==> config.mk <==
export PLATFORM = sky130hd
export DESIGN_NAME = bvts_outq
export DESIGN_NICKNAME = d
export VERILOG_FILES = /design/src/sv/bvts_pkg.sv /design/src/sv/bvts_outq.sv
export SDC_FILE = /design/constraint.sdc
export NUM_CORES = 1
export LEC_CHECK = 0
export BUFFER_PORTS_ARGS = -buffer_cell sky130_fd_sc_hd__buf_2
export CAP_MARGIN = 20
export CORE_ASPECT_RATIO = 1.2
export CORE_MARGIN = 2
export CORE_UTILIZATION = 55
export CTS_CLUSTER_DIAMETER = 150
export CTS_CLUSTER_SIZE = 30
export DETAILED_ROUTE_END_ITERATION = 8
export PLACE_DENSITY = 0.76
export SETUP_SLACK_MARGIN = 0.1
export SKIP_LAST_GASP = 1
export SLEW_MARGIN = 25
export SYNTH_ARGS = -nofsm -noshare
export SYNTH_HDL_FRONTEND = slang
export SYNTH_SLANG_ARGS = --single-unit
==> constraint.sdc <==
create_clock -name clk -period 2.68 [get_ports clk]
set_input_delay 0.134 -clock clk [delete_from_list [all_inputs] [get_ports clk]]
set_output_delay 0.134 -clock clk [all_outputs]
set_load 0.02 [all_outputs]
==> src/sv/bvts_pkg.sv <==
// Shared constants, codes and types of the bricked volume trilinear sampler.
// Used by every module of the block but bvts_ram; depends on nothing.
`default_nettype none

package bvts_pkg;

  localparam int BRICK_SIDE     = 8;
  localparam int BRICK_BITS     = $clog2(BRICK_SIDE);
  localparam int MAX_BRICKS     = 256;
  localparam int SLOT_BITS      = $clog2(MAX_BRICKS);
  localparam int LOOKUP_ENTRIES = 4096;
  localparam int LU_BITS        = $clog2(LOOKUP_ENTRIES);
  localparam int BANKS          = 8;
  localparam int LOCAL_BITS     = 3 * (BRICK_BITS - 1);
  localparam int BANK_DEPTH     = MAX_BRICKS * (1 << LOCAL_BITS);
  localparam int BANK_AW        = SLOT_BITS + LOCAL_BITS;
  localparam int NB_W           = 9 - BRICK_BITS;
  localparam int NBXY_W         = 2 * NB_W;
  localparam int LI_W           = 16;
  localparam int CQ_DEPTH       = 4;
  localparam int CQ_AW          = $clog2(CQ_DEPTH);
  localparam int OQ_DEPTH       = 16;
  localparam int OQ_AW          = $clog2(OQ_DEPTH);
  localparam int DENSITY_FULL   = 65535;
  localparam logic [16:0] POS_ONE = 17'h10000;
  localparam logic [7:0] DIM_RESET = 8'd128;

  localparam logic [1:0] CFG_DIM_X = 2'd0;
  localparam logic [1:0] CFG_DIM_Y = 2'd1;
  localparam logic [1:0] CFG_DIM_Z = 2'd2;

  typedef enum logic [1:0] {
    OP_LOOKUP  = 2'd0,
    OP_MAXIMUM = 2'd1,
    OP_DENSITY = 2'd2,
    OP_SAMPLE  = 2'd3
  } op_t;

  typedef struct packed {
    logic [7:0] dim_x;
    logic [7:0] dim_y;
    logic [7:0] dim_z;
  } cfg_t;

  typedef struct packed {
    logic [15:0] fx;
    logic [15:0] fy;
    logic [15:0] fz;
  } frac_t;

  typedef struct packed {
    op_t                op;
    logic               beyond;
    logic [16:0]        addr;
    logic [31:0]        data;
    logic signed [9:0]  base_x;
    logic signed [9:0]  base_y;
    logic signed [9:0]  base_z;
    frac_t              frac;
  } cmd_t;

  typedef struct packed {
    logic room;
    logic full;
  } oq_status_t;

endpackage

`default_nettype wire

==> src/sv/bvts_outq.sv <==
// Result queue with credit accounting for samples still in the pipeline or in the queue.
// Depends on bvts_pkg.
`default_nettype none

module bvts_outq (
  input  logic                  clk,
  input  logic                  rst_n,
  input  logic                  take,
  input  logic                  push,
  input  logic [31:0]           push_data,
  output logic                  out_valid,
  input  logic                  out_stall,
  output logic [31:0]           out_density,
  output bvts_pkg::oq_status_t  status
);

  logic [31:0]                mem_r [bvts_pkg::OQ_DEPTH];
  logic [bvts_pkg::OQ_AW-1:0] wr_r, wr_nxt, rd_r, rd_nxt;
  logic [bvts_pkg::OQ_AW:0]   cnt_r, cnt_nxt, used_r, used_nxt;
  logic                       pop;

  assign out_valid   = (cnt_r != '0);
  assign out_density = mem_r[rd_r];
  assign pop         = out_valid && !out_stall;
  assign status.room = (used_r < (bvts_pkg::OQ_AW + 1)'(bvts_pkg::OQ_DEPTH));
  assign status.full = (cnt_r == (bvts_pkg::OQ_AW + 1)'(bvts_pkg::OQ_DEPTH));

  always_comb begin
    wr_nxt   = push ? wr_r + 1'b1 : wr_r;
    rd_nxt   = pop ? rd_r + 1'b1 : rd_r;
    cnt_nxt  = cnt_r + (bvts_pkg::OQ_AW + 1)'(push) - (bvts_pkg::OQ_AW + 1)'(pop);
    used_nxt = used_r + (bvts_pkg::OQ_AW + 1)'(take) - (bvts_pkg::OQ_AW + 1)'(pop);
  end

  always_ff @(posedge clk) begin
    if (!rst_n) begin
      wr_r   <= '0;
      rd_r   <= '0;
      cnt_r  <= '0;
      used_r <= '0;
    end else begin
      wr_r   <= wr_nxt;
      rd_r   <= rd_nxt;
      cnt_r  <= cnt_nxt;
      used_r <= used_nxt;
    end
  end

  always_ff @(posedge clk) begin
    if (push) begin
      mem_r[wr_r] <= push_data;
    end
  end

endmodule

`default_nettype wire
# Yosys cells after proc, flatten, opt, wreduce, memory -nomap -nowiden
# Memories as Yosys holds them, arrays and structs flattened. A register that Yosys moved wholly into a read port is not among the register bits.
# Cells that the tools add are included.
# word_totals
output_inout_bits,35
memories,1
elab_cells,20
input_bits,37
ff_bits,18
mem_bits_rw,512
# op_classes
eq_ne,1
addsub,6
n_mux,4
n_lt_le_gt_ge,1
n_reduce_logical,3
# memory_table
memory,words,width,read_ports,rd_clocked_by_memory_dff,wr,line_no,rtl
mem_r,16,32,1,1,1,bvts_outq.sv:17,logic [31:0] mem_r [bvts_pkg::OQ_DEPTH];
# op_table
cell,n
adder 5 x 1 -> 5 bit,2
subtractor 5 x 1 -> 5 bit,2
adder 4 x 1 -> 4 bit (second input constant),2
2-to-1 mux 4 bit,2
equality test 5 bit (second input constant),1
less-than comparator 5 bit (second input constant),1
nonzero test 5 bit,1
2-to-1 mux 1 bit,2
logical AND 1 bit,1
logical NOT 1 bit,1

# Depth between registers and ports, before layout
# Gate-level depths: netlist of run 1.
# depth
ltp_word,4
depth_mapped,13
depth_no_buf,13

# Least setup slack after synthesis of run 1
# OpenSTA, ideal clock, no wires.
# synth_timing
kind,register -> register
startpoint,register cnt_r[2] (netlist name)
endpoint,register cnt_r[4] (netlist name)
synth_period_minus_slack_ns,2.336
setup_time_ns,0.130
path_stages_with_launch,14
path_slack_ns,0.344
t_arrival_ns,2.206
t_required_ns,2.550
n_path_buf,0
path_cell_list,dfxtp_1 > inv_1 > ha_1 > nor4b_2 > nor3_1 > inv_1 > nand2_1 > ha_1 > inv_1 > fa_1 > nand2b_1 > a21oi_1 > o21ai_0 > nor3b_1
# synth_via
elab_chain_len,3
word_cells_on_any_way,4
cone_classes,2 x add/sub; 2 x reduce/logical
# synth_rtl
element,line_no,rtl
start: declaration,bvts_outq.sv:19,"logic [bvts_pkg::OQ_AW:0] cnt_r, cnt_nxt, used_r, used_nxt;"
start signal: assignment,bvts_outq.sv:44,cnt_r <= cnt_nxt;
branches (longest 2 deep; another with adder 5 x 1 -> 5 bit),n/a,
subtractor 5 x 1 -> 5 bit (*),bvts_outq.sv:31,cnt_nxt = cnt_r + (bvts_pkg::OQ_AW + 1)'(push) - (bvts_pkg::OQ_AW + 1)'(pop);
# Every way passes the cells marked *.
# A chain may end at the register's enable or synchronous reset.

==> metrics, run 1 <==
final hold viol count=0; Rows=77; Fill cells=2440; DR vias=between 9000 and 10000; die area=38530 um2; initial core utilization=55.54%; Tcrit/Tclk final=93.53%; DRT Pass-1 Iters=5; largest net degree at the start of global routing=68; GPL Wtd Cong=0.7562; Setup Skew=24.27 ps; kind of critical path=register to output port; Worst Reg-to-Reg Cells=12; initial antenna violation count=0; syn_area_per_cell=~22 um2; Setup crit start kind=register; 1st-iter DRT viols=approximately 1300; drt wl/cell=27.55 um; maximum VDD drop=0.4996 mV; RSZ-0062 raised after global routing=false; CTS tree=built; Synth warnings=0; number of global-route vias before repair=9891; Root Buffer=clkbuf_16; Overall Global Routing Usage=21.33%; number of CTS-inserted buffers=21; R2R Setup Slk=260 ps; first-pass GRT wire length=roughly 60000 um; final period demand of the worst path=2507 ps; r2r endpoint=used_r[4]$_SDFF_PN0_; register area=15830 um2; P_leak=7.278 nW; clock slew at reported path FFs=around 100 ps; Final WS setup=approximately 170 ps; Synth top cells by count=edfxtp_1, mux4_2, a22oi_1; flops & latches, synth=approximately 530; placed cells=1459; largest area contributor in the netlist=edfxtp_1; Multi-input gate area=around 4300 um2; CTS Buffer Depth=3; IO buf count=71; Area Growth Syn to Fin=13.08%; Worst EP arrival=between 2000 and 2500 ps; PD cells=763.7 nW/um2; Max Fclk=between 300 and 400 MHz; Seq/Total Area, Yosys=77.78%; Min-Delay Endpoint=cnt_r[0]$_SDFF_PN0_; instance count of the mapped netlist=925; H-tree depth=1; peak fanout along the critical path=8; DRC violations left=0; most frequent cell after synthesis=edfxtp_1; Post-synth top flop=edfxtp_1; Worst Path Required=between 2000 and 3000 ps; Distinct cells, synth=32; mapped cell area=20330 um2; worst relative slew slack=54.28%; Final nets=between 1000 and 1500; Setup TNS=0 ps; Finished Layout Cells=~1600; io pins=72; max-slew violation count=0; Synth area leaders=edfxtp_1, mux4_2, a22oi_1, dfxtp_1, ha_1; fraction of layout instances using a drive strength above 1=29.74%; outcome=finished clean; FF-to-FF Start=cnt_r[3]$_SDFF_PN0_; Yosys top cell area share=75.61%; Critical Path End Type=output port; die width=179.5 um; # clock sinks=534; Tightest Hold Check Type=primary input to register; DR vias/cell=slightly above 6; pre-CTS setup slack=~74 ps; final antenna-violating net count=0; Inserted Diodes=0; worst slew pin tran=around 690 ps; worst skew pair latency=570 ps; hold path startpoint=rst_n; Worst Hold Depth=3; chip height=214.6 um; syn_nets=~980; Routed Wire Length=42980 um; grt ovf=0; Placeable Area=~37000 um2; EDFF count, synth=between 500 and 600; placed wire-length estimate=21910 um; max-capacitance violation count=0; Async SR Flop Fraction=0%; Final setup viols=0
==> layout by cell type (no fill, tap or decap), types with 3 or more instances in the layout <==
cell type      instances
ha_1                  12
clkbuf_16             27
xnor2_1                7
buf_6                  3
inv_1                 15
buf_2                 71
edfxtp_1             512
a22oi_1               58
buf_16                 4
buf_4                 32
o21ai_0                3
xor2_1                 4
dfxtp_1               18
a21oi_1                4
a22oi_2                6
buf_12                16
mux4_2               128
clkbuf_1              15
nor3b_1                4
nand2_1               39
dlygate4sd3_1         36
nor2_1                18
nor3_1                 4
and2_2                17
==> timing repair <==
action | in CTS | in global routing
hold buffers | 36 | 0
pin swaps | 0 | 3
gates cloned | 1 | 8
setup endpoints to repair | 26 | 34
gates resized for setup | 4 | 21
setup buffers | 0 | 18
hold endpoints to repair | 519 | 0
==> cells by family after synthesis <==
group           Yosys count  synth area share, %
xor+xnor                 11               0.4738
mux                     129                14.23
flops                   534                77.78
simple gates             97                2.320
buf+inv                  62                1.446
compound gates           76                2.695
fa+ha+maj                16                1.058
==> how the worst max path moves through the flow <==
stage,from,to,slack (ps),cells past startpoint
2_1_floorplan,cnt_r[2]$_SDFF_PN0_,cnt_r[4]$_SDFF_PN0_,340,13
3_3_place_gp,cnt_r[3]$_SDFF_PN0_,used_r[4]$_SDFF_PN0_,180,12
3_5_place_dp,cnt_r[3]$_SDFF_PN0_,used_r[4]$_SDFF_PN0_,70,12
4_1_cts,register,out_density[1],20,5
5_1_grt,cnt_r[3]$_SDFF_PN0_,cnt_r[4]$_SDFF_PN0_,70,13
6_report,register,out_density[21],170,6
==> power breakdown <==
group / leakage, nW / switching (W) / internal (W)
combinational: 2.19 / 0.00208 / 0.00217
clock: 0.285 / 0.00235 / 0.00152
sequential: 4.81 / 0.000122 / 0.00932
==> worst max-delay path: stages, from the launching register on <==
cell and delay [ps]:
dfxtp_4 450, buf_12 160, buf_6 210, mux4_2 510, a22oi_1 230, nand2_1 80, buf_2 160
==> per-layer routing <==
| layer | up-vias | GRT usage, % | part of all wire (%) |
|---|---|---|---|
| met2 | 433 | 36.70 | 52 |
| met5 | - | 0 | 0 |
| li1 | 4111 | - | - |
| met1 | 5107 | 29.95 | 39 |
| met3 | 52 | 2.446 | 7.1 |
| met4 | 0 | 4.580 | 2.0 |
==> stage by stage <==
stage	hold WS [ps]	power, W	utilization (%)	cell area [um2]
3_3_place_gp	364.2	0.01313	58.90	21560
6_report	346.6	0.01756	62.81	22990
4_1_cts	324.0	0.01709	61.69	22590
3_5_place_dp	368.6	0.01321	58.90	21560
5_1_grt	347.6	0.01819	62.81	22990
2_1_floorplan	232.9	0.01235	-	20330
==> state kept, by name, indices dropped and copies added, names as in the netlist, named ones only <==
name	cells
used_r	5
wr_r	4
cnt_r	5
mem_r	512
rd_r	4
==> layout make-up <==
cell class / count / area share, %
Clock inverter: 2 / 0.07618
Multi-Input combinational cell: 329 / 18.83
Tap cell: 474 / 2.579
Sequential cell: 534 / 68.83
Timing Repair Buffer: 169 / 6.894
Inverter: 16 / 0.2612
Clock buffer: 36 / 2.530
Note: power is estimated with default switching activity, not from simulation.
==> run 2: changes to the inputs <==
--- a/config.mk
+++ b/config.mk
@@ -14,6 +14,7 @@
 export CTS_CLUSTER_SIZE = 30
 export DETAILED_ROUTE_END_ITERATION = 8
 export PLACE_DENSITY = 0.76
+export RECOVER_POWER = 100
 export SETUP_SLACK_MARGIN = 0.1
 export SKIP_LAST_GASP = 1
 export SLEW_MARGIN = 25
==> metrics, run 2 (synthesized netlist as in run 1, its figures left out) <==
outcome=finished with violations; failing checks=max-capacitance violations, max-slew violations; RSZ-0062 raised after global routing=false; Setup TNS=0 ps; max-capacitance violation count=1; Final nets=1124; Area Growth Syn to Fin=12.50%; worst slew pin tran=1553 ps; peak fanout along the critical path=14; initial antenna violation count=0; clock slew at reported path FFs=~110 ps; Overall Global Routing Usage=21.33%; Worst Path Required=2970 ps; Setup Skew=26.68 ps; CTS Buffer Depth=3; H-tree depth=1; pre-CTS setup slack=between 70 and 80 ps; Root Buffer=clkbuf_16; max-slew violation count=14; chip height=214.6 um; die area=about 39000 um2; placed wire-length estimate=21910 um; drt wl/cell=roughly 28 um; met2 Resource Use GR=36.70%; Top Registers=mem_r x512, cnt_r x5, used_r x5; worst skew pair latency=570 ps; Critical Path End Type=register; fraction of layout instances using a drive strength above 1=25.51%; Setup crit start kind=register; met1 Use GR=29.95%; DR vias=9790; DR vias/cell=6.276; Reg with most FFs=mem_r; grt ovf=0; final hold viol count=0; DRT Pass-1 Iters=5; placed cells=1459; Tcrit/Tclk final=94.11%; # clock sinks=534; number of global-route vias before repair=a little under 10000; Routed Wire Length=43030 um; final core occ=62.48%; Rows=77; 1st-iter DRT viols=approximately 1300; kind of critical path=register to register; P_leak=7.150 nW; Tightest Hold Check Type=primary input to register; most frequent cells in the layout=edfxtp_1, mux4_2, a22oi_1; maximum VDD drop=slightly below 0.5 mV; IO buf count=71; GPL Wtd Cong=0.7562; Final WS setup=around 160 ps; Finished Layout Cells=1560; max reg flops=512; largest net degree at the start of global routing=68; io pins=72; met3 usage=2.446%; final antenna-violating net count=0; Worst EP arrival=2810 ps; Final setup viols=0; PD cells=767.2 nW/um2; Placeable Area=36610 um2; DRC violations left=0; Inserted Diodes=0; die width=179.5 um; busiest layer in global routing=met2; Max Fclk=between 300 and 400 MHz; number of CTS-inserted buffers=21; Fill cells=2472; final period demand of the worst path=2522 ps; most common cell after layout, fill and taps aside=edfxtp_1; CTS tree=built; worst relative slew slack=-3.605%; initial core utilization=55.54%; first-pass GRT wire length=61250 um
## run 2: cell count changes in the layout (fill, tap and decap cells not counted), sizes merged
| cell | before | now |
|---|---|---|
| buf | 127 | 82 |
| clkbuf | 42 | 87 |
## run 2: metrics by stage
| step | cell area (um2) | total power (W) | hold WS [ps] |
|---|---|---|---|
| 2_1_floorplan | 20330 | 0.01235 | 232.9 |
| 3_3_place_gp | 21560 | 0.01313 | 364.2 |
| 3_5_place_dp | 21560 | 0.01321 | 368.6 |
| 4_1_cts | 22590 | 0.01709 | 324.0 |
| 5_1_grt | 22880 | 0.01818 | 381.8 |
| 6_report | 22880 | 0.01755 | 375.0 |
## run 2: worst paths after layout
check | start | to | slack, ps | cells after the start
setup / recovery | wr_r[0]$_SDFFE_PN0P_ | mem_r[10][5]$_DFFE_PP_ | 160 | 4
hold / removal | rst_n | cnt_r[0]$_SDFF_PN0_ | 380 | 3
setup reg to reg | wr_r[0]$_SDFFE_PN0P_ | mem_r[10][5]$_DFFE_PP_ | 160 | 4
hold reg to reg | rd_r[3]$_SDFFE_PN0P_ | register | 540 | 2
## run 2: power by group
part	internal, W	switching (W)	leakage, nW
Sequential	0.00932	0.000122	4.81
Clock	0.00152	0.00235	0.285
Combinational	0.00216	0.00207	2.06
Total	0.0130	0.00455	7.15
## run 2: critical path, stage by stage, from the launching register on
cell,delay (ps)
dfxtp_1,390
inv_1,100
ha_1,210
and2_0,1190
buf_4,340
## run 2: repair_timing
item / in CTS / in global routing
setup endpoints to repair: 26 / 34
setup buffers: 0 / 18
cloned: 1 / 8
hold endpoints to repair: 519 / 0
hold buffers: 36 / 0
pin swaps: 0 / 3
resized for setup: 4 / 21
## run 2: layer usage
layer  share of wire [%]  vias to the layer above
met5                   0                        -
met4                 2.0                        0
met3                 7.1                       53
met2                  52                      432
met1                  39                     5192
li1                    -                     4113
## run 2: layout make-up
type | count | area, um2 | share of cell area, %
Multi-Input combinational cell | 329 | 4318 | 18.88
Sequential cell | 534 | 15820 | 69.17
Tap cell | 474 | 593.1 | 2.593
Clock inverter | 2 | 17.52 | 0.07657
Timing Repair Buffer | 169 | 1481 | 6.476
Inverter | 16 | 60.06 | 0.2625
Clock buffer | 36 | 581.8 | 2.543
