`config.mk`:
```
export PLATFORM = sky130hd
export DESIGN_NAME = bvts_front
export DESIGN_NICKNAME = d
export VERILOG_FILES = /design/src/sv/bvts_pkg.sv /design/src/sv/bvts_front.sv
export SDC_FILE = /design/constraint.sdc
export NUM_CORES = 1
export LEC_CHECK = 0
export BUFFER_PORTS_ARGS = -buffer_cell sky130_fd_sc_hd__buf_2
export CORE_ASPECT_RATIO = 0.7
export CORE_UTILIZATION = 61
export CTS_CLUSTER_SIZE = 14
export DETAILED_ROUTE_END_ITERATION = 12
export PLACE_DENSITY = 0.81
export SLEW_MARGIN = 20
export SYNTH_ARGS = -nofsm -noshare
export SYNTH_HDL_FRONTEND = slang
export SYNTH_SLANG_ARGS = --single-unit
```
`constraint.sdc`:
```
create_clock -name clk -period 8.15 [get_ports clk]
set_input_delay 2.0375 -clock clk [delete_from_list [all_inputs] [get_ports clk]]
set_output_delay 2.0375 -clock clk [all_outputs]
set_load 0.03 [all_outputs]
```
`src/sv/bvts_pkg.sv`:
```
// Shared constants, codes and types of the bricked volume trilinear sampler.
// Used by every module of the block but bvts_ram; depends on nothing.
`default_nettype none

package bvts_pkg;

  localparam int BRICK_SIDE     = 8;
  localparam int BRICK_BITS     = $clog2(BRICK_SIDE);
  localparam int MAX_BRICKS     = 256;
  localparam int SLOT_BITS      = $clog2(MAX_BRICKS);
  localparam int LOOKUP_ENTRIES = 4096;
  localparam int LU_BITS        = $clog2(LOOKUP_ENTRIES);
  localparam int BANKS          = 8;
  localparam int LOCAL_BITS     = 3 * (BRICK_BITS - 1);
  localparam int BANK_DEPTH     = MAX_BRICKS * (1 << LOCAL_BITS);
  localparam int BANK_AW        = SLOT_BITS + LOCAL_BITS;
  localparam int NB_W           = 9 - BRICK_BITS;
  localparam int NBXY_W         = 2 * NB_W;
  localparam int LI_W           = 16;
  localparam int CQ_DEPTH       = 4;
  localparam int CQ_AW          = $clog2(CQ_DEPTH);
  localparam int OQ_DEPTH       = 16;
  localparam int OQ_AW          = $clog2(OQ_DEPTH);
  localparam int DENSITY_FULL   = 65535;
  localparam logic [16:0] POS_ONE = 17'h10000;
  localparam logic [7:0] DIM_RESET = 8'd128;

  localparam logic [1:0] CFG_DIM_X = 2'd0;
  localparam logic [1:0] CFG_DIM_Y = 2'd1;
  localparam logic [1:0] CFG_DIM_Z = 2'd2;

  typedef enum logic [1:0] {
    OP_LOOKUP  = 2'd0,
    OP_MAXIMUM = 2'd1,
    OP_DENSITY = 2'd2,
    OP_SAMPLE  = 2'd3
  } op_t;

  typedef struct packed {
    logic [7:0] dim_x;
    logic [7:0] dim_y;
    logic [7:0] dim_z;
  } cfg_t;

  typedef struct packed {
    logic [15:0] fx;
    logic [15:0] fy;
    logic [15:0] fz;
  } frac_t;

  typedef struct packed {
    op_t                op;
    logic               beyond;
    logic [16:0]        addr;
    logic [31:0]        data;
    logic signed [9:0]  base_x;
    logic signed [9:0]  base_y;
    logic signed [9:0]  base_z;
    frac_t              frac;
  } cmd_t;

  typedef struct packed {
    logic room;
    logic full;
  } oq_status_t;

endpackage

`default_nettype wire

```
`src/sv/bvts_front.sv`:
```
// Front end: accepts requests, maps sample positions to voxel space and
// queues decoded commands for the back end. Depends on bvts_pkg.
`default_nettype none

module bvts_front (
  input  logic            clk,
  input  logic            rst_n,
  input  bvts_pkg::cfg_t  cfg,
  input  logic            hold,
  input  logic            in_valid,
  output logic            in_stall,
  input  logic [1:0]      in_operation,
  input  logic [16:0]     in_pos_x,
  input  logic [16:0]     in_pos_y,
  input  logic [16:0]     in_pos_z,
  input  logic [16:0]     in_load_address,
  input  logic [31:0]     in_load_data,
  input  logic            pop,
  output logic            q_valid,
  output bvts_pkg::cmd_t  q_head
);

  bvts_pkg::cmd_t                 cq_r [bvts_pkg::CQ_DEPTH];
  logic [bvts_pkg::CQ_AW-1:0]     wr_r, wr_nxt, rd_r, rd_nxt;
  logic [bvts_pkg::CQ_AW:0]       cnt_r, cnt_nxt;
  logic                           push;
  bvts_pkg::cmd_t                 cmd;
  logic [24:0]                    tx, ty, tz;

  assign tx = 25'(in_pos_x) * 25'(cfg.dim_x) + 25'd32768;
  assign ty = 25'(in_pos_y) * 25'(cfg.dim_y) + 25'd32768;
  assign tz = 25'(in_pos_z) * 25'(cfg.dim_z) + 25'd32768;

  always_comb begin
    cmd.op      = bvts_pkg::op_t'(in_operation);
    cmd.beyond  = (in_pos_x > bvts_pkg::POS_ONE) || (in_pos_y > bvts_pkg::POS_ONE) ||
                  (in_pos_z > bvts_pkg::POS_ONE);
    cmd.addr    = in_load_address;
    cmd.data    = in_load_data;
    cmd.base_x  = $signed({1'b0, tx[24:16]}) - 10'sd1;
    cmd.base_y  = $signed({1'b0, ty[24:16]}) - 10'sd1;
    cmd.base_z  = $signed({1'b0, tz[24:16]}) - 10'sd1;
    cmd.frac.fx = tx[15:0];
    cmd.frac.fy = ty[15:0];
    cmd.frac.fz = tz[15:0];
  end

  assign in_stall = (cnt_r == (bvts_pkg::CQ_AW + 1)'(bvts_pkg::CQ_DEPTH)) || hold;
  assign push     = in_valid && !in_stall;
  assign q_valid  = (cnt_r != '0);
  assign q_head   = cq_r[rd_r];

  always_comb begin
    wr_nxt  = push ? wr_r + 1'b1 : wr_r;
    rd_nxt  = pop ? rd_r + 1'b1 : rd_r;
    cnt_nxt = cnt_r + (bvts_pkg::CQ_AW + 1)'(push) - (bvts_pkg::CQ_AW + 1)'(pop);
  end

  always_ff @(posedge clk) begin
    if (!rst_n) begin
      wr_r  <= '0;
      rd_r  <= '0;
      cnt_r <= '0;
    end else begin
      wr_r  <= wr_nxt;
      rd_r  <= rd_nxt;
      cnt_r <= cnt_nxt;
    end
  end

  always_ff @(posedge clk) begin
    if (push) begin
      cq_r[wr_r] <= cmd;
    end
  end

endmodule

`default_nettype wire

```
# After elaboration in Yosys (flattened, before gate mapping)
# Memory sizes are Yosys's and may differ from the RTL's. A register that Yosys moved wholly into a read port is not among the register bits.
# Cells that the tools add are included.
totals:
  reg_bits: 7
  latch_bits: 0
  mem_bits_rw: 520
  rom_bits: 0
  in_bits: 131
  output_inout_bits: 132
  wordCells: 31
  memories: 1
op_classes:
  n_addsub: 10
  n_mul: 3
  div_mod_pow: 0
  magnitude_cmp: 3
  eq_ne: 1
  shift: 0
  mux: 4
  bitwise_logic: 0
  n_reduce_logical: 6
memory_table:
  columns: ["name", "words", "width", "read_ports", "rd_ports_with_merged_regs", "wr", "line", "source"]
  rows:
  - ["cq_r", 4, 130, 1, 1, 1, "bvts_front.sv:23", "bvts_pkg::cmd_t cq_r [bvts_pkg::CQ_DEPTH];"]
ops:
  columns: ["op", "count"]
  rows:
  - ["25-bit by 16-bit adder with 25-bit output (second input constant)", 3]
  - ["17-bit by 8-bit multiplier with 25-bit output", 3]
  - ["17-bit greater-than comparator (second input constant)", 3]
  - ["9-bit by 1-bit subtractor with 10-bit output (second input constant)", 3]
  - ["2-bit by 1-bit adder with 2-bit output (second input constant)", 2]
  - ["2-bit two-way mux", 2]
  - ["3-bit by 1-bit adder with 3-bit output", 1]
  - ["3-bit equality test (second input constant)", 1]
  - ["1-bit logical OR", 3]
  - ["3-bit nonzero test", 1]
  - ["3-bit by 1-bit subtractor with 3-bit output", 1]
  - ["1-bit two-way mux", 2]
  - ["1-bit logical AND", 1]
  - ["1-bit logical NOT", 1]

# Longest topological paths before layout
# Gate-level depths: netlist (run 1).
logic_depth:
  ltp_word: 6
  mapped_depth: 22
  depth_no_buf: 21

# Worst setup path before layout (run 1)
# No wires, ideal clock.
synth_path:
  path_kind: "input-to-reg"
  startpoint: "input port cfg[18] (netlist bit)"
  endpoint: "memory cq_r[0][76] (netlist bit), data pin"
  setup_time_ns: 0.275
  arrival_ns: 6.575
  t_required_ns: 7.875
  path_slack_ns: 1.300
  stages: 19
  n_path_buf: 1
  path_cell_list: "clkbuf_1 nand2_1 fa_1 fa_1 inv_1 fa_1 inv_1 fa_1 inv_1 ha_1 nand3_1 o211ai_1 nor4b_2 a211o_1 o31ai_1 xor2_1 or3b_4 nor4_4 xnor2_1"
synth_lines:
  columns: ["element", "line", "source"]
  rows:
  - ["start, declared", "bvts_front.sv:8", "input bvts_pkg::cfg_t cfg,"]
  - ["end, declared", "bvts_front.sv:23", null]

==> metrics.txt, run 1 <==
status complete, no violations; routed len/inst 21.30 µm; Clk pwr share 17.2%; vias per cell 5.763; share of layout cells above drive strength 1 18.57%; detailed-route wire length 73330 µm; synthesized area per cell 13.85 µm²; Max VDD drop 228.0 µV; Max Fclk 146.1 MHz; Worst-Margin Slew 920.2 ps; delay-heaviest family, CP adder cells; Yosys warning total 0; kind of critical path in2reg; hold_sp wr_r[1]; Buf/Inv on CP 4; Post-CTS Setup Bufs 0; site row count 71; GR Overflow Total 0; Tot GR Track Use 27.23%; Post-synth ARST share 0%; CP max stage cell fa_1; Cell variety after synth 69; die width 281.7 µm; via count 19840; io pins 263; Pre-Repair DR Iteration Count 6; Layout area overhead 10.99%; Leak Pwr 15.00 nW; Die Span Y 197.8 µm; total power 0.01297 W; first-pass GRT wire length 115500 µm; flop2flop setup slack 5300 ps; final worst setup slack 1306 ps; DRC 0; max cap viols 0; Clock Skews 32.48 ps; placed wire-length estimate 51990 µm; fin crit share 83.97%; H-tree depth 2; sequential fraction of design power 33.3%; commonest cells after routing, fill and taps aside edfxtp_1 (520), inv_1 (406), and2_1 (337); CP dominant cell by count ha_1; die area 55730 µm²; unrepaired setup endpoints after global routing no; Buffers on Ports 262; Final GP Congestion 0.9231; clk slew on worst S/H paths 60 ps; syn_nets 2998; CTS buffer count 49; Mapped Area 33410 µm²; clk_lat worst skew 600 ps; setup_tns 0 ps; #FFs+latches synth 529; Setup violations, final 0; CTS Sinks 529; core area 53920 µm²; Initial Util 61.96%; critical path arrival 7200 ps; PD cells 349.8 nW/µm²; worst hold path depth 2; Sw Ratio 40.21%; CP Launch Type primary input; Root Buffer clkbuf_16; Internal Power 0.007757 W; Post-Place Worst Slack 779.9 ps; final hold vios 0; Min Clock Period, post-route 6844 ps; cts hold-fix bufs 0; combinational fraction of design power 49.5%; synthesized instance count 2413; Worst Hold Class reg2reg; Post-synth EDFFs 520; hold endpoint wr_r[1]; switching pwr 0.005216 W; Initial DRC Count 1604; Slew headroom 38.66%; CTS tree built; R2R depth 4; Routed Antenna Nets 0; reg2reg end cq_r[3][18]; register area share after synthesis 47.27%; most common library cell in the layout ignoring fill and taps edfxtp_1; initial antenna violation count 7; worst reg2reg startpoint cnt_r[1]; Final Max Tran Viols 0; cts repair resizes 0; CP endpoint kind flip-flop; vias in the first global route 20730; crit path cell chain buf_2 > and2_1 > ha_1 > fa_1 > ha_1 > inv_1 > fa_1 > inv_1 > ha_1 > inv_1 > fa_1 > nand2b_1 > a21o_1 > a21oi_2 > nor2_1 > o21bai_1 > xnor2_1 > ha_1 > nand2b_1 > nor2_1 > xnor2_1; critical path's largest stage delay 550 ps; Nets 3260; Top FF cell, synth edfxtp_1; # fillers 3655; CP Max Fanout 17; largest net degree at the start of global routing 64; worst path required time 8510 ps; Clock Tree Buf Depth 3
-- cell families (layout without fill, tap and decap cells) --
kind of cell / count (synthesis) / count (layout) / share of synthesized area (%)
AOI/OAI and AO/OA: 160 / 160 / 3.258
other: 0 / 3 / 0
and+or+nand+nor: 587 / 587 / 10.01
muxes: 133 / 133 / 8.853
xor gates and xnor gates: 81 / 81 / 2.146
buffers and inverters: 469 / 765 / 5.306
DFF: 529 / 529 / 47.27
adders and majority gates: 454 / 454 / 23.16
-- metal layers --
layer | track usage (%) | vias to the layer above | wire length (µm)
met4 | 6.019 | 8 | 1342
met1 | 39.58 | 10140 | 31500
li1 | - | 8804 | -
met2 | 42.75 | 775 | 34150
met3 | 5.711 | 105 | 6288
met5 | 0 | - | 47
-- worst min-delay path, stage by stage, from the launching register on --
cell	delay (ps)
dfxtp_1	340
mux2i_1	130
nor2b_1	60
-- power groups by stage --
stage | logic (W) | clock network [W] | registers (W)
2_1_floorplan | 0.00466 | 0 | 0.00434
3_3_place_gp | 0.00606 | 0 | 0.00435
3_5_place_dp | 0.00630 | 0 | 0.00437
4_1_cts | 0.00638 | 0.00229 | 0.00433
5_1_grt | 0.00712 | 0.00237 | 0.00435
6_report | 0.00642 | 0.00224 | 0.00432
-- cell usage after synthesis, drive strengths merged (11+ instances only) --
library cell	number	area (µm²)
a21oi	53	276.5
edfxtp	520	15610
fa	274	5485
nor2	41	161.4
mux4	130	2928
nor3	14	90.09
xor2	24	217.7
clkbuf	48	182.7
nand2	114	427.9
o21ai	26	130.1
xnor2	57	499.2
nand3	16	80.08
inv	406	1524
nand2b	13	81.33
ha	180	2252
a21o	18	135.1
nor4	14	117.6
and2	337	2108
a31oi	11	75.07
buf	15	66.31
-- sequential cells by signal (all words and copies together), names as in the netlist, named ones only --
register  flops
rd_r          2
cq_r        520
wr_r          2
cnt_r         3
-- area by class of cell --
type,instances,area (µm²),area share (%)
inverters,406,1524,4.109
multi-input cells,1415,15860,42.78
well taps,730,913.4,2.463
diodes,3,7.507,0.02024
repair buffers,274,1414,3.812
clock inverters,22,251.5,0.6781
flip-flops and latches,529,15800,42.61
clock buffers,63,1309,3.529
-- worst max path at each step --
stage	slack (ps)	endpoint	cells after the start	startpoint
final	1310	cq_r[3][72]	21	cfg[16]
after floorplan	1300	cq_r[0][76]	19	cfg[18]
after detailed placement	780	cq_r[3][72]	21	cfg[16]
after CTS	1400	cq_r[3][72]	21	cfg[16]
after global placement	910	cq_r[0][72]	21	cfg[16]
after global routing	960	cq_r[1][54]	21	cfg[2]
-- per-stage QoR --
step | cell area, µm² | utilization [%] | hold slack (ps) | cells
2_1_floorplan | 33410 | - | 527.7 | 2413
3_3_place_gp | 35520 | 65.87 | 548.3 | 3354
3_5_place_dp | 35520 | 65.87 | 566.5 | 3354
4_1_cts | 37080 | 68.76 | 576.6 | 3439
5_1_grt | 37080 | 68.76 | 606.2 | 3439
6_report | 37090 | 68.78 | 574.7 | 3442
Note: power is estimated with default switching activity, not from simulation.
==> inputs of run 2 (changes only) <==
--- a/config.mk
+++ b/config.mk
@@ -5,12 +5,13 @@
 export SDC_FILE = /design/constraint.sdc
 export NUM_CORES = 1
 export LEC_CHECK = 0
+export ABC_AREA = 1
 export BUFFER_PORTS_ARGS = -buffer_cell sky130_fd_sc_hd__buf_2
 export CORE_ASPECT_RATIO = 0.7
-export CORE_UTILIZATION = 61
+export CORE_UTILIZATION = 62
 export CTS_CLUSTER_SIZE = 14
 export DETAILED_ROUTE_END_ITERATION = 12
-export PLACE_DENSITY = 0.81
+export PLACE_DENSITY = 0.82
 export SLEW_MARGIN = 20
 export SYNTH_ARGS = -nofsm -noshare
 export SYNTH_HDL_FRONTEND = slang
==> constraint.sdc (replaced) <==
create_clock -name clk -period 6.5 [get_ports clk]
set_input_delay 1.625 -clock clk [delete_from_list [all_inputs] [get_ports clk]]
set_output_delay 1.625 -clock clk [all_outputs]
set_load 0.03 [all_outputs]
==> metrics.txt, run 2 <==
synthesized area per cell 9.264 µm²; commonest cells after routing, fill and taps aside inv_1 (870), nand2_1 (775), edfxtp_1 (520); clk slew on worst S/H paths 60 ps; site row count 73; Cells after DPL 4706; core area 56900 µm²; Min Clock Period, post-route 5911 ps; CTS Sinks 529; CP endpoint kind flip-flop; Die Span Y 203.1 µm; CP Max Fanout 17; Cell variety after synth 33; Layout area overhead 8.931%; Top reg by flops cq_r; die area 58730 µm²; Post-CTS Setup Bufs 0; Slew headroom 12.55%; CP Launch Type primary input; Synth top area share 43.61%; max FFs per register 520; PD cells 423.2 nW/µm²; Root Buffer clkbuf_16; Pre-Repair DR Iteration Count 6; Worst Hold Class reg2reg; cts repair resizes 0; Worst-Margin Slew 1312 ps; critical path arrival 6190 ps; clk_lat worst skew 570 ps; Synth area leaders edfxtp_1 (44%), fa_1 (15%), inv_1 (9.1%); Clock Tree Buf Depth 3; die width 289.2 µm; Final Non-Filler Cells 4786; final hold vios 0; register area share after synthesis 44.11%; largest net degree at the start of global routing 229; CP max stage cell fa_1; #FFs+latches synth 529; Initial Util 62.93%; vias in the first global route 25600; top cells by instance count after synthesis inv_1 (871), nand2_1 (775), edfxtp_1 (520); Clock Skews 33.16 ps; fin crit share 90.93%; share of layout cells above drive strength 1 10.43%; status complete, no violations; Setup violations, final 0; synthesized instance count 3865; critical path's largest stage delay 550 ps; kind of critical path in2reg; Max Fclk 169.2 MHz; syn_nets 4450; Mapped Area 35810 µm²; worst path required time 6780 ps; final core occ 68.55%; Nets 4590; detailed-route wire length 80710 µm; via count 25760; io pins 263; unrepaired setup endpoints after global routing no; first-pass GRT wire length 130200 µm; CTS buffer count 47; most common library cell in the layout ignoring fill and taps inv_1; Yosys warning total 0; Top FF cell, synth edfxtp_1; total power 0.01651 W; area leader, netlist edfxtp_1; Post-synth ARST share 0%; Max VDD drop 271.4 µV; Tot GR Track Use 27.94%; Final Max Tran Viols 0; Final GP Congestion 0.9477; Initial DRC Count 2172; biggest regs cq_r: 520 flops, cnt_r: 3 flops; GR Overflow Total 0; vias per cell 5.381; DRC 0; initial antenna violation count 1; CTS tree built; max cap viols 0; Buffers on Ports 262; cts hold-fix bufs 0; routed len/inst 16.86 µm; Routed Antenna Nets 0; placed wire-length estimate 56480 µm; Leak Pwr 19.10 nW; CP dominant cell by count nand2_1; Post-synth EDFFs 520; H-tree depth 2; top-count cell post-synth inv_1
==> run 2: cell types whose count changed in the layout (fill, tap and decap cells not counted), sizes merged, moves of 62 or more <==
cell,before,now
nand2,114,808
inv,408,887
and2,337,4
nand3,16,78
mux4,130,0
nor2,41,360
o21ai,26,271
o22ai,0,130
==> run 2: stage by stage <==
| stage | area, µm² | setup WS, ps | hold WS (ps) | setup TNS, ps |
|---|---|---|---|---|
| 2_1_floorplan | 35810 | -1463 | 411.5 | -760820 |
| 3_3_place_gp | 37550 | 169.9 | 412.2 | 0 |
| 3_5_place_dp | 37550 | 33.72 | 423.4 | 0 |
| 4_1_cts | 39000 | 624.7 | 433.1 | 0 |
| 5_1_grt | 39000 | 163.1 | 467.8 | 0 |
| 6_report | 39000 | 589.4 | 429.0 | 0 |
==> run 2: per-layer routing <==
| layer | GRT usage (%) | up-vias | part of all wire, % |
|---|---|---|---|
| met4 | 6.147 | 2 | 1.8 |
| met3 | 3.899 | 97 | 7.8 |
| met1 | 39.96 | 12340 | 44 |
| met5 | 0 | - | 0.0087 |
| li1 | - | 12370 | - |
| met2 | 45.68 | 940 | 47 |
==> run 2: layout make-up <==
cell class              count  area, µm²
well taps                 750      938.4
repair buffers            278       1481
clock inverters            16      207.7
multi-input cells        2263      15990
fillers                  4268      17900
inverters                 886       3336
clock buffers              63       1246
flip-flops and latches    529      15800
diodes                      1      2.502
==> run 2: worst paths after layout <==
check	start	endpoint	slack, ps	cells after the start
setup / recovery	cfg[18]	cq_r[2][76]	590	26
hold / removal	rd_r[1]	flip-flop	430	1
setup reg to reg	cnt_r[1]	cq_r[1][77]	3630	6
hold reg to reg	rd_r[1]	flip-flop	430	1
==> run 2: worst max-delay path, delay by kind of cell <==
family | cells | cell delay (ps)
buf+inv | 5 | 480
simple gates | 15 | 1430
fa+ha+maj | 6 | 2620
==> run 2: power by group <==
group / switching [W] / internal [W]
Combinational: 0.00596 / 0.00257
Sequential: 0.0000928 / 0.00521
Clock: 0.00119 / 0.00147
==> run 2: kinds of logic after synthesis <==
group                      count (synthesis)  share of synthesized area [%]
adders and majority gates                454                          21.61
buffers and inverters                   1073                          11.31
AOI/OAI and AO/OA                        459                          6.919
xor gates and xnor gates                  43                          1.052
and+or+nand+nor                         1307                          14.99
DFF                                      529                          44.11
==> inputs of run 3 (changes only) <==
--- a/config.mk
+++ b/config.mk
@@ -5,13 +5,12 @@
 export SDC_FILE = /design/constraint.sdc
 export NUM_CORES = 1
 export LEC_CHECK = 0
-export ABC_AREA = 1
 export BUFFER_PORTS_ARGS = -buffer_cell sky130_fd_sc_hd__buf_2
 export CORE_ASPECT_RATIO = 0.7
-export CORE_UTILIZATION = 62
+export CORE_UTILIZATION = 61
 export CTS_CLUSTER_SIZE = 14
 export DETAILED_ROUTE_END_ITERATION = 12
-export PLACE_DENSITY = 0.82
+export PLACE_DENSITY = 0.81
 export SLEW_MARGIN = 20
 export SYNTH_ARGS = -nofsm -noshare
 export SYNTH_HDL_FRONTEND = slang
==> constraint.sdc (replaced) <==
create_clock -name clk -period 6.55 [get_ports clk]
set_input_delay 1.6375 -clock clk [delete_from_list [all_inputs] [get_ports clk]]
set_output_delay 1.6375 -clock clk [all_outputs]
set_load 0.03 [all_outputs]
==> metrics.txt, run 3 (synthesized netlist as in run 1, its figures left out) <==
GR Overflow Total 0; Worst Hold Class reg2reg; Max VDD drop 464.2 µV; post-route cell area 38220 µm²; commonest cells after routing, fill and taps aside edfxtp_1 (520), inv_1 (406), and2_1 (337); delay-heaviest family, CP adder cells; crit path cell chain buf_2 > nand2_1 > fa_1 > fa_1 > inv_1 > fa_1 > inv_1 > fa_1 > inv_1 > ha_1 > o21ai_0 > nor2_1 > o21ai_0 > o21ai_0 > a21oi_1 > xnor2_1 > inv_1 > ha_1 > buf_4 > xnor2_1; Clock Tree Buf Depth 3; combinational fraction of design power 52.4%; R2R depth 12; Worst-Margin Slew 950.1 ps; Pre-Repair DR Iteration Count 5; Internal Power 0.01053 W; Final Non-Filler Cells 3574; Final GP Congestion 0.9205; Final Max Tran Viols 0; biggest regs cq_r: 520 flops, cnt_r: 3 flops; max FFs per register 520; vias in the first global route 21010; Post-CTS Setup Bufs 0; first-pass GRT wire length 116700 µm; Buf/Inv on CP 6; Root Buffer clkbuf_16; Sw Ratio 38.85%; CTS tree built; CTS buffer count 49; critical path's largest stage delay 540 ps; die width 281.7 µm; vias per cell 5.610; hold endpoint wr_r[1]; PD cells 450.6 nW/µm²; Tot GR Track Use 27.58%; Initial DRC Count 1454; Leak Pwr 15.66 nW; Max Fclk 160.0 MHz; routed len/inst 20.88 µm; hold_sp wr_r[1]; share of layout cells above drive strength 1 22.32%; Setup violations, final 0; site row count 71; placed wire-length estimate 54680 µm; clk_lat worst skew 590 ps; io pins 263; via count 20050; H-tree depth 2; worst path required time 6870 ps; die area 55730 µm²; cts repair resizes 0; kind of critical path in2reg; Routed Antenna Nets 0; max cap viols 0; Clock Skews 24.14 ps; unrepaired setup endpoints after global routing no; largest net degree at the start of global routing 80; worst reg2reg startpoint cnt_r[1]; CP Launch Type primary input; sequential fraction of design power 31.3%; fin crit share 95.40%; critical path arrival 6570 ps; CP max stage cell fa_1; CP endpoint kind flip-flop; CTS Sinks 529; cts hold-fix bufs 0; Slew headroom 36.66%; DRC 0; CP Max Fanout 17; switching pwr 0.006690 W; Clk pwr share 16.4%; Die Span Y 197.8 µm; Layout area overhead 14.38%; Initial Util 61.96%; reg2reg end cnt_r[2]; detailed-route wire length 74640 µm; Post-DP Area 36610 µm²; flop2flop setup slack 3700 ps; core area 53920 µm²; Min Clock Period, post-route 6248 ps; clk slew on worst S/H paths 70 ps; worst hold path depth 2; final hold vios 0; Buffers on Ports 262; Cells after DPL 3483; status complete, no violations; most common library cell in the layout ignoring fill and taps edfxtp_1; Nets 3389; initial antenna violation count 9; Top reg by flops cq_r
[run 3: cell count changes in the layout (fill, tap and decap cells not counted), moves of 15 or more]
cell and change:
xnor2_1 +43, nor2_2 -15, and2_1 +333, nand3_1 -56, o22ai_1 -130, nor2_1 -296, nand2_2 -32, buf_4 +118
nand2_1 -661, o21ai_0 -248, inv_1 -464, a21o_1 +18, mux4_2 +130
[run 3: tightest hold or removal path, cell delays in order (launching register included)]
cell and delay [ps]:
dfxtp_1 340, mux2i_1 140, nor2b_1 60
[run 3: final cells by class]
class | instances | area (µm²)
antenna | 4 | 10.01
clock buffer | 64 | 1303
clock inverter | 23 | 287.8
fill | 3568 | 15710
inverter | 406 | 1524
multi-input combinational | 1415 | 15870
sequential | 529 | 15800
tap | 730 | 913.4
timing repair buffer | 403 | 2507
[run 3: power by group through the flow]
stage               registers (W)  logic (W)  clock network, W
floorplan                 0.00540    0.00580                 0
global placement          0.00542    0.00863                 0
CTS                       0.00539    0.00900           0.00288
finish                    0.00539    0.00901           0.00282
global route              0.00542    0.00997           0.00300
detailed placement        0.00545    0.00892                 0
[run 3: per-stage QoR]
stage	setup TNS (ps)	total power, W	hold WS [ps]	setup slack, ps	util [%]
final	0	0.01722	589.7	301.6	70.88
after CTS	0	0.01727	593.3	358.1	70.84
after global placement	-3238	0.01405	555.1	-126.4	67.90
after detailed placement	-9549	0.01437	584.4	-228.4	67.90
after floorplan	0	0.01119	527.7	99.86	-
after global routing	0	0.01839	618.6	51.28	70.86
[run 3: worst max-delay path by stage]
stage                     slack, ps  cells after the start  startpoint          end
after global placement         -130                     19      cfg[3]  cq_r[0][57]
after CTS                       360                     20      cfg[0]  cq_r[0][57]
final                           300                     20      cfg[3]  cq_r[2][50]
after detailed placement       -230                     19      cfg[3]  cq_r[0][57]
after global routing             50                     18      cfg[3]  cq_r[1][57]
after floorplan                 100                     19     cfg[18]  cq_r[0][76]
[run 3: metal layers]
metal	routed length [µm]	GRT usage (%)	vias up
met3	6996	7.268	96
met5	53	0	-
li1	-	-	9047
met1	32310	40.01	10150
met2	34050	42.45	755
met4	1222	5.515	8
